$ cat src/design/zmn_pkg.sv
`default_nettype none
package zmn_pkg;

    localparam int BLOCK_SIZE_DEF = 8;
    localparam int SAMPLE_W = 16;
    localparam int SUM_W    = 22;
    localparam int ADJ_W    = 17;
    localparam int SQ_W     = 37;
    localparam int ROOT_W   = 19;
    localparam int QUO_W    = 32;
    localparam int DVS_W    = 19;
    localparam int FRAC_W   = 14;

    typedef struct packed {
        logic               start;
        logic [QUO_W-1:0]   dividend;
        logic [DVS_W-1:0]   divisor;
    } t_div_req;

    typedef struct packed {
        logic               done;
        logic [QUO_W-1:0]   quotient;
    } t_div_rsp;

endpackage
`default_nettype wire

$ cat src/design/zmn_div.sv
`default_nettype none
module zmn_div (
    input  wire                i_clk,
    input  wire                i_rst_n,
    input  zmn_pkg::t_div_req  i_req,
    output zmn_pkg::t_div_rsp  o_rsp
);
    import zmn_pkg::*;

    localparam int STEPS = QUO_W / 2;
    localparam int CNT_W = $clog2(STEPS + 1);

    logic [DVS_W:0]     r_rem, n_rem;
    logic [QUO_W-1:0]   r_quo, n_quo;
    logic [DVS_W-1:0]   r_div;
    logic [CNT_W-1:0]   r_cnt;
    logic               r_busy;
    logic               r_done;

    always_comb begin
        n_rem = r_rem;
        n_quo = r_quo;
        for (int i = 0; i < 2; i++) begin
            n_rem = {n_rem[DVS_W-1:0], n_quo[QUO_W-1]};
            n_quo = {n_quo[QUO_W-2:0], 1'b0};
            if (n_rem >= {1'b0, r_div}) begin
                n_rem    = n_rem - {1'b0, r_div};
                n_quo[0] = 1'b1;
            end
        end
    end

    always_ff @(posedge i_clk) begin
        if (!i_rst_n) begin
            r_busy <= 1'b0;
            r_done <= 1'b0;
            r_cnt  <= '0;
        end else begin
            r_done <= 1'b0;
            if (i_req.start) begin
                r_busy <= 1'b1;
                r_cnt  <= '0;
                r_rem  <= '0;
                r_quo  <= i_req.dividend;
                r_div  <= i_req.divisor;
            end else if (r_busy) begin
                r_rem <= n_rem;
                r_quo <= n_quo;
                r_cnt <= r_cnt + 1'b1;
                if (r_cnt == CNT_W'(STEPS - 1)) begin
                    r_busy <= 1'b0;
                    r_done <= 1'b1;
                end
            end
        end
    end

    assign o_rsp.done     = r_done;
    assign o_rsp.quotient = r_quo;

endmodule
`default_nettype wire

$ cat src/design/zmn_sqrt.sv
`default_nettype none
module zmn_sqrt (
    input  wire                         i_clk,
    input  wire                         i_rst_n,
    input  wire                         i_start,
    input  wire [zmn_pkg::SQ_W-1:0]     i_radicand,
    output logic                        o_done,
    output logic [zmn_pkg::ROOT_W-1:0]  o_root
);
    import zmn_pkg::*;

    localparam int RAD_W = 2 * ROOT_W;
    localparam int REM_W = ROOT_W + 3;
    localparam int CNT_W = $clog2(ROOT_W + 1);

    logic [RAD_W-1:0]   r_rad;
    logic [REM_W-1:0]   r_rem;
    logic [ROOT_W-1:0]  r_root;
    logic [CNT_W-1:0]   r_cnt;
    logic               r_busy;
    logic               r_done;
    logic [REM_W-1:0]   n_rem;
    logic [REM_W-1:0]   trial;

    always_comb begin
        n_rem = {r_rem[REM_W-3:0], r_rad[RAD_W-1 -: 2]};
        trial = REM_W'({r_root, 2'b01});
    end

    always_ff @(posedge i_clk) begin
        if (!i_rst_n) begin
            r_busy <= 1'b0;
            r_done <= 1'b0;
            r_cnt  <= '0;
        end else begin
            r_done <= 1'b0;
            if (i_start) begin
                r_busy <= 1'b1;
                r_cnt  <= '0;
                r_rem  <= '0;
                r_root <= '0;
                r_rad  <= RAD_W'(i_radicand);
            end else if (r_busy) begin
                r_rad <= {r_rad[RAD_W-3:0], 2'b00};
                if (n_rem >= trial) begin
                    r_rem  <= n_rem - trial;
                    r_root <= {r_root[ROOT_W-2:0], 1'b1};
                end else begin
                    r_rem  <= n_rem;
                    r_root <= {r_root[ROOT_W-2:0], 1'b0};
                end
                r_cnt <= r_cnt + 1'b1;
                if (r_cnt == CNT_W'(ROOT_W - 1)) begin
                    r_busy <= 1'b0;
                    r_done <= 1'b1;
                end
            end
        end
    end

    assign o_done = r_done;
    assign o_root = r_root;

endmodule
`default_nettype wire

$ cat src/design/zero_mean_unit_norm_vector.sv
`default_nettype none
// channel  | handshake           | payload
// ---------+---------------------+-----------------------------------------------
// input    | i_valid / o_stall   | i_sample_value
// output   | o_valid / i_stall   | o_norm_value, o_last_of_block, o_mean_removed
//
// Load accepts one request per cycle, BLOCK_SIZE^2 requests per vector.
// Then: the mean (reciprocal multiply), a square pass, the root, and per
// element a memory read plus the 2-bit-per-cycle divider, skipped if all zero.
// Synchronous active-low reset; the element memory needs no clearing.
// o_stall is high outside the load phase; a full output register waits on i_stall.
module zero_mean_unit_norm_vector #(
    parameter int BLOCK_SIZE = zmn_pkg::BLOCK_SIZE_DEF
) (
    input  wire                              i_clk,
    input  wire                              i_rst_n,
    input  wire                              i_valid,
    output logic                             o_stall,
    input  wire signed [zmn_pkg::SAMPLE_W-1:0] i_sample_value,
    output logic                             o_valid,
    input  wire                              i_stall,
    output logic signed [zmn_pkg::SAMPLE_W-1:0] o_norm_value,
    output logic                             o_last_of_block,
    output logic                             o_mean_removed
);
    import zmn_pkg::*;

    localparam int N      = BLOCK_SIZE * BLOCK_SIZE;
    localparam int AW     = $clog2(N);
    localparam int CW     = AW + 1;
    localparam int PW     = 2 * ADJ_W;
    localparam int MEAN_K = SUM_W + $clog2(N);
    localparam int RCP_W  = SUM_W + 2;
    localparam int MP_W   = SUM_W + RCP_W;
    localparam logic [RCP_W-1:0] MEAN_RCP = RCP_W'(((1 << MEAN_K) + N - 1) / N);

    localparam logic [3:0] S_LOAD  = 4'd0;
    localparam logic [3:0] S_MEAN0 = 4'd1;
    localparam logic [3:0] S_MEAN1 = 4'd2;
    localparam logic [3:0] S_SQ    = 4'd3;
    localparam logic [3:0] S_ROOT0 = 4'd4;
    localparam logic [3:0] S_ROOT1 = 4'd5;
    localparam logic [3:0] S_RD    = 4'd6;
    localparam logic [3:0] S_DIV0  = 4'd7;
    localparam logic [3:0] S_DIV1  = 4'd8;
    localparam logic [3:0] S_OUT   = 4'd9;

    logic [3:0]                 r_state;
    logic [CW-1:0]              r_idx;
    logic signed [SUM_W-1:0]    r_sum;
    logic                       r_nonneg;
    logic                       r_neg;
    logic                       r_mixed;
    logic signed [ADJ_W-1:0]    r_mean;
    logic [MP_W-1:0]            r_mprod;
    logic [SQ_W-1:0]            r_sq;
    logic [ROOT_W-1:0]          r_root;
    logic                       r_rd_v;
    logic                       r_prod_v;
    logic [PW-1:0]              r_prod;
    logic signed [ADJ_W-1:0]    r_v;
    logic signed [SAMPLE_W-1:0] r_res;

    logic [SAMPLE_W-1:0]        mem [N];
    logic [SAMPLE_W-1:0]        r_rdata;
    logic [AW-1:0]              rd_addr;

    logic                       in_acc;
    logic                       out_free;
    logic signed [ADJ_W-1:0]    adj;
    logic [ADJ_W-1:0]           adj_mag;
    logic [SUM_W-1:0]           sum_mag;
    logic [ADJ_W-1:0]           mean_mag;
    logic [QUO_W-1:0]           q;
    logic signed [ADJ_W-1:0]    res_w;

    t_div_req                   div_req;
    t_div_rsp                   div_rsp;
    logic                       sq_start;
    logic                       sq_done;
    logic [ROOT_W-1:0]          sq_root;

    assign o_stall  = (r_state != S_LOAD);
    assign in_acc   = i_valid && (r_state == S_LOAD);
    assign out_free = !o_valid || !i_stall;
    assign rd_addr  = r_idx[AW-1:0];
    assign mean_mag = r_mprod[MEAN_K +: ADJ_W];

    always_ff @(posedge i_clk) begin
        if (in_acc) begin
            mem[rd_addr] <= i_sample_value;
        end
        r_rdata <= mem[rd_addr];
    end

    always_comb begin
        adj = ADJ_W'($signed(r_rdata));
        if (r_mixed) begin
            adj = adj - r_mean;
        end
        adj_mag = adj[ADJ_W-1] ? ADJ_W'(-adj) : adj;
        sum_mag = r_sum[SUM_W-1] ? SUM_W'(-r_sum) : r_sum;
        q = div_rsp.quotient;
        if (q > QUO_W'(32768)) begin
            q = QUO_W'(32768);
        end
        res_w = r_v[ADJ_W-1] ? -$signed(ADJ_W'(q)) : $signed(ADJ_W'(q));
        if (res_w > ADJ_W'(32767)) begin
            res_w = ADJ_W'(32767);
        end
    end

    always_comb begin
        div_req.start    = (r_state == S_DIV0) && (r_sq != '0);
        div_req.dividend = QUO_W'({adj_mag, FRAC_W'(0)});
        div_req.divisor  = DVS_W'(r_root);
    end

    assign sq_start = (r_state == S_ROOT0);

    zmn_div u_div (
        .i_clk   (i_clk),
        .i_rst_n (i_rst_n),
        .i_req   (div_req),
        .o_rsp   (div_rsp)
    );

    zmn_sqrt u_sqrt (
        .i_clk      (i_clk),
        .i_rst_n    (i_rst_n),
        .i_start    (sq_start),
        .i_radicand (r_sq),
        .o_done     (sq_done),
        .o_root     (sq_root)
    );

    always_ff @(posedge i_clk) begin
        if (!i_rst_n) begin
            r_state  <= S_LOAD;
            r_idx    <= '0;
            r_sum    <= '0;
            r_nonneg <= 1'b0;
            r_neg    <= 1'b0;
            r_mixed  <= 1'b0;
            r_sq     <= '0;
            r_rd_v   <= 1'b0;
            r_prod_v <= 1'b0;
            o_valid  <= 1'b0;
        end else begin
            if (o_valid && !i_stall && (r_state != S_OUT)) begin
                o_valid <= 1'b0;
            end
            case (r_state)
                S_LOAD: begin
                    if (in_acc) begin
                        r_sum <= r_sum + SUM_W'(i_sample_value);
                        if (i_sample_value[SAMPLE_W-1]) begin
                            r_neg <= 1'b1;
                        end else begin
                            r_nonneg <= 1'b1;
                        end
                        if (r_idx == CW'(N - 1)) begin
                            r_idx   <= '0;
                            r_state <= S_MEAN0;
                        end else begin
                            r_idx <= r_idx + 1'b1;
                        end
                    end
                end
                S_MEAN0: begin
                    r_mprod <= MP_W'(sum_mag) * MP_W'(MEAN_RCP);
                    r_state <= S_MEAN1;
                end
                S_MEAN1: begin
                    r_mean   <= r_sum[SUM_W-1] ? -$signed(mean_mag) : $signed(mean_mag);
                    r_mixed  <= r_nonneg && r_neg;
                    r_sum    <= '0;
                    r_nonneg <= 1'b0;
                    r_neg    <= 1'b0;
                    r_sq     <= '0;
                    r_idx    <= '0;
                    r_rd_v   <= 1'b0;
                    r_prod_v <= 1'b0;
                    r_state  <= S_SQ;
                end
                S_SQ: begin
                    if (r_idx != CW'(N)) begin
                        r_idx  <= r_idx + 1'b1;
                        r_rd_v <= 1'b1;
                    end else begin
                        r_rd_v <= 1'b0;
                    end
                    r_prod   <= PW'(adj) * PW'(adj);
                    r_prod_v <= r_rd_v;
                    if (r_prod_v) begin
                        r_sq <= r_sq + SQ_W'(r_prod);
                    end
                    if (r_idx == CW'(N) && !r_rd_v && !r_prod_v) begin
                        r_state <= S_ROOT0;
                    end
                end
                S_ROOT0: begin
                    r_state <= S_ROOT1;
                end
                S_ROOT1: begin
                    if (sq_done) begin
                        r_root  <= sq_root;
                        r_idx   <= '0;
                        r_state <= S_RD;
                    end
                end
                S_RD: begin
                    r_state <= S_DIV0;
                end
                S_DIV0: begin
                    r_v <= adj;
                    if (r_sq == '0) begin
                        r_res   <= SAMPLE_W'(adj);
                        r_state <= S_OUT;
                    end else begin
                        r_state <= S_DIV1;
                    end
                end
                S_DIV1: begin
                    if (div_rsp.done) begin
                        r_res   <= SAMPLE_W'(res_w);
                        r_state <= S_OUT;
                    end
                end
                S_OUT: begin
                    if (out_free) begin
                        o_valid         <= 1'b1;
                        o_norm_value    <= r_res;
                        o_last_of_block <= (r_idx == CW'(N - 1));
                        o_mean_removed  <= r_mixed;
                        if (r_idx == CW'(N - 1)) begin
                            r_idx   <= '0;
                            r_state <= S_LOAD;
                        end else begin
                            r_idx   <= r_idx + 1'b1;
                            r_state <= S_RD;
                        end
                    end
                end
                default: begin
                    r_state <= S_LOAD;
                end
            endcase
        end
    end

endmodule
`default_nettype wire

$ cat config.mk
export PLATFORM = sky130hd
export DESIGN_NAME = zero_mean_unit_norm_vector
export DESIGN_NICKNAME = d
export VERILOG_FILES = /design/src/design/zmn_pkg.sv /design/src/design/zmn_div.sv /design/src/design/zmn_sqrt.sv /design/src/design/zero_mean_unit_norm_vector.sv
export SDC_FILE = /design/constraint.sdc
export NUM_CORES = 2
export LEC_CHECK = 0
export ABC_AREA = 1
export BUFFER_PORTS_ARGS = -buffer_cell sky130_fd_sc_hd__buf_2
export CORE_MARGIN = 10
export CORE_UTILIZATION = 25
export CTS_BUF_LIST = sky130_fd_sc_hd__clkbuf_2 sky130_fd_sc_hd__clkbuf_4 sky130_fd_sc_hd__clkbuf_8
export CTS_CLUSTER_DIAMETER = 100
export DETAILED_ROUTE_END_ITERATION = 10
export SLEW_MARGIN = 0
export SYNTH_ARGS = -nofsm -noshare
export SYNTH_HDL_FRONTEND = slang
export SYNTH_SLANG_ARGS = --single-unit
$ cat constraint.sdc
create_clock -name i_clk -period 9.7 [get_ports i_clk]
set_clock_uncertainty 0.1 [all_clocks]
set_input_delay 0.97 -clock i_clk [delete_from_list [all_inputs] [get_ports i_clk]]
set_output_delay 0.97 -clock i_clk [all_outputs]
set_load 0.05 [all_outputs]
==> results by group <==
Outcome
  – Outcome: completed

Floorplanning
  – Io pins: 40
  – Die height: roughly 550 µm
  – DIE WIDTH: 550 µm
  – Site row count: 194
  – Core area: around 0.28 mm²
  – Die footprint: 0.302 mm²
  – Starting Density: 25.1%

Worst setup path
  – Worst setup startpoint: r_mean[0]
  – Worst setup EP type: flip-flop
  – Slowest CP cell: fa_1
  – Crit path arrival time: 8.86 ns
  – Worst EP required: 10.17 ns
  – Reg2reg start: r_mean[0]
  – Crit Path Class: flip-flop to flip-flop
  – Crit start category: flip-flop
  – Most common cell on crit path: nand2_1
  – Worst Path Max Fanout: 18
  – Max incr delay on CP: 0.64 ns

Layout
  – # fillers: roughly 29k
  – Final instance area: 0.0797 mm²
  – Non-Filler Instances: about 10k
  – Area delta synth->final: 13.6%
  – Share of cells above drive strength 1: 10.0%
  – Fin nets: 6,940

Logic synthesis
  – Avg Inst Size Synth: between 10 and 15 µm²
  – Post-synth EDFFs: 1,291
  – Seq/Total Area, Yosys: 58.3%
  – Netlist Area Pre-Place: 0.0701 mm²
  – #FFs+latches synth: 1,397
  – Syn Nets: 6,736
  – Post-Syn Instances: 6,219
  – Synth area leaders: edfxtp_1 55%, fa_1 7.9%, nand2_1 6.8%, ha_1 4.0%, inv_1 3.8%
  – Top post-synthesis cells by count: 1,291 x edfxtp_1, 1,279 x nand2_1, 708 x inv_1, 463 x nor2_1, 316 x a21oi_1
  – Area share of the largest cell type after synthesis: 55.3%
  – Synth warn: 0
  – Post-synth top area cell: edfxtp_1
  – Synth Flop Type: edfxtp_1
  – Synth cell types: 66
  – Top-count cell post-synth: edfxtp_1
  – Asr flop ratio synth: 0%

Timing
  – Rel. slew slack: 29.1%
  – Slew @ Worst Pin: 1.06 ns
  – RSZ-0062 raised after global routing: no
  – Period utilisation layout: roughly 87%
  – Max Fclk: 119 MHz
  – Min Tclk post-route: 8.40 ns
  – Max Slew Vio Count: 0
  – Setup-failing EPs final: 0
  – Worst hold slack: 0.317 ns
  – Final hold vios: 0
  – Sum Neg Setup Slack: 0 ns

Detailed routing
  – Routed via count: just under 50k
  – Routed vias/inst: 4.66
  – Drt drc: 0
  – DRC marker count from the first detailed-route iteration: 4,288
  – WL per Instance: a little under 20 µm
  – Final wirelength: about 200,000 µm
  – Drt pass-1 iters: 5
  – Antenna Nets Post-Route: 0

Job
  – Max-cap violations: 0

Clocking
  – Number of post-CTS setup repair buffers: 0
  – Root Driver: clkbuf_8
  – CTS buffer count: 222
  – TritonCTS clock tree: done
  – Clock slew at reported path FFs: 0.06 ns
  – Clk buf depth: 4
  – Clock Sinks: 1,397
  – PostCTS Resize Cnt: 0
  – Clk Latency, worst-skew pair: 0.95 ns
  – H-tree depth: 4
  – Hold_buf cts: 0

GRT
  – First-pass GRT wire length: 299,000 µm
  – Vias in the first global route: slightly below 50k
  – Largest net degree at the start of global routing: 131
  – Congestion Overflow GR: 0
  – Initial antenna violation count: 13
  – Total global-route track usage: 12.6%

Hold path
  – Hold path startpoint: r_root[11]
  – Min-delay worst type: flip-flop to flip-flop

Place
  – Detailed placement HPWL: between 100,000 and 150,000 µm
  – GPL Wtd Cong: 0.896
  – Dpl cells: 9,923
  – Placed cell area: 0.0753 mm²
  – Buffers added on ports: 39
[final cells by class]
| class | instances | area (µm²) | area share (%) |
|---|---|---|---|
| sequential | 1397 | 40900 | 51.3 |
| clock buffer | 296 | 3650 | 4.58 |
| inverter | 731 | 2760 | 3.46 |
| tap | 3724 | 4660 | 5.85 |
| clock inverter | 96 | 712 | 0.894 |
| timing repair buffer | 184 | 1300 | 1.63 |
| antenna | 7 | 17.5 | 0.0220 |
| multi-input combinational | 3887 | 25700 | 32.2 |
[worst paths after layout]
kind	slack, ns	endpoint	cells past startpoint
setup / recovery	1.30	r_prod[30]	31
hold / removal	0.32	u_div.r_div[11]	0
setup reg to reg	1.30	r_prod[30]	31
hold reg to reg	0.32	u_div.r_div[11]	0
[cells by family (layout without fill, tap and decap cells)]
logic type / after synthesis / in the layout / share of synthesized area [%]
simple gates: 2231 / 2231 / 13.5
flops: 1397 / 1397 / 58.3
compound gates: 1025 / 1025 / 9.49
buf+inv: 935 / 1307 / 5.17
fa+ha+maj: 497 / 497 / 11.8
xor+xnor: 134 / 134 / 1.67
other cells: 0 / 7 / 0
[layout by cell type, fill, tap and decap left out, drive strengths merged, types with 3 or more instances in the layout]
cell         n
nor2       468
o31ai       17
a21o        27
o21a        12
a22oi      143
nor4        22
inv        731
buf        184
o221ai       4
fa         275
dfxtp      106
clkinv      80
o22ai        3
nand3b      13
o2bb2ai      8
o211ai      14
a221oi     114
o21bai      16
o21ai      235
clkinvlp     6
nand4      171
xor2        76
bufinv      10
clkbuf     296
ha         222
a21oi      325
diode        7
and3         5
nand3      160
a21boi       9
a31oi       21
xnor2       58
edfxtp    1291
or2         37
a211oi       5
nor3b        4
a22o        65
nand2     1299
nor3        49
[flip-flops by register name, summed over array words and instances (netlist names), 5 cells and up]
register       flops
mem             1024
u_sqrt.r_rad      38
r_sq              37
r_prod            33
u_div.r_quo       32
r_sum             22
u_sqrt.r_rem      20
r_root            19
u_div.r_div       19
u_div.r_rem       19
u_sqrt.o_root     19
r_mean            17
o_norm_value      16
r_mprod           16
r_rdata           16
r_res             16
r_idx              7
u_div.r_cnt        5
u_sqrt.r_cnt       5
[critical path, delay by kind of cell, from the launching register on]
| kind | cells | cell delay, ns |
|---|---|---|
| flops | 1 | 0.37 |
| fa+ha+maj | 9 | 4.20 |
| buf+inv | 4 | 0.68 |
| simple gates | 15 | 2.13 |
| xor+xnor | 1 | 0.16 |
| compound gates | 2 | 0.43 |
[stage by stage]
step,setup WS (ns),util (%)
floorplan,2.45,-
global placement,1.51,27.0
detailed placement,1.43,27.0
CTS,1.38,28.5
global route,0.675,28.5
finish,1.30,28.5
[per-layer routing]
layer | vias up | wire [µm] | track usage [%]
met3 | 367 | 15600 | 2.67
met2 | 1699 | 92000 | 20.7
li1 | 22100 | - | -
met4 | 8 | 6520 | 3.96
met1 | 23900 | 84500 | 16.7
met5 | - | 59 | 0
Power is not shown: default switching activity piles up to over one toggle a cycle in this logic, so the estimate is an artifact.
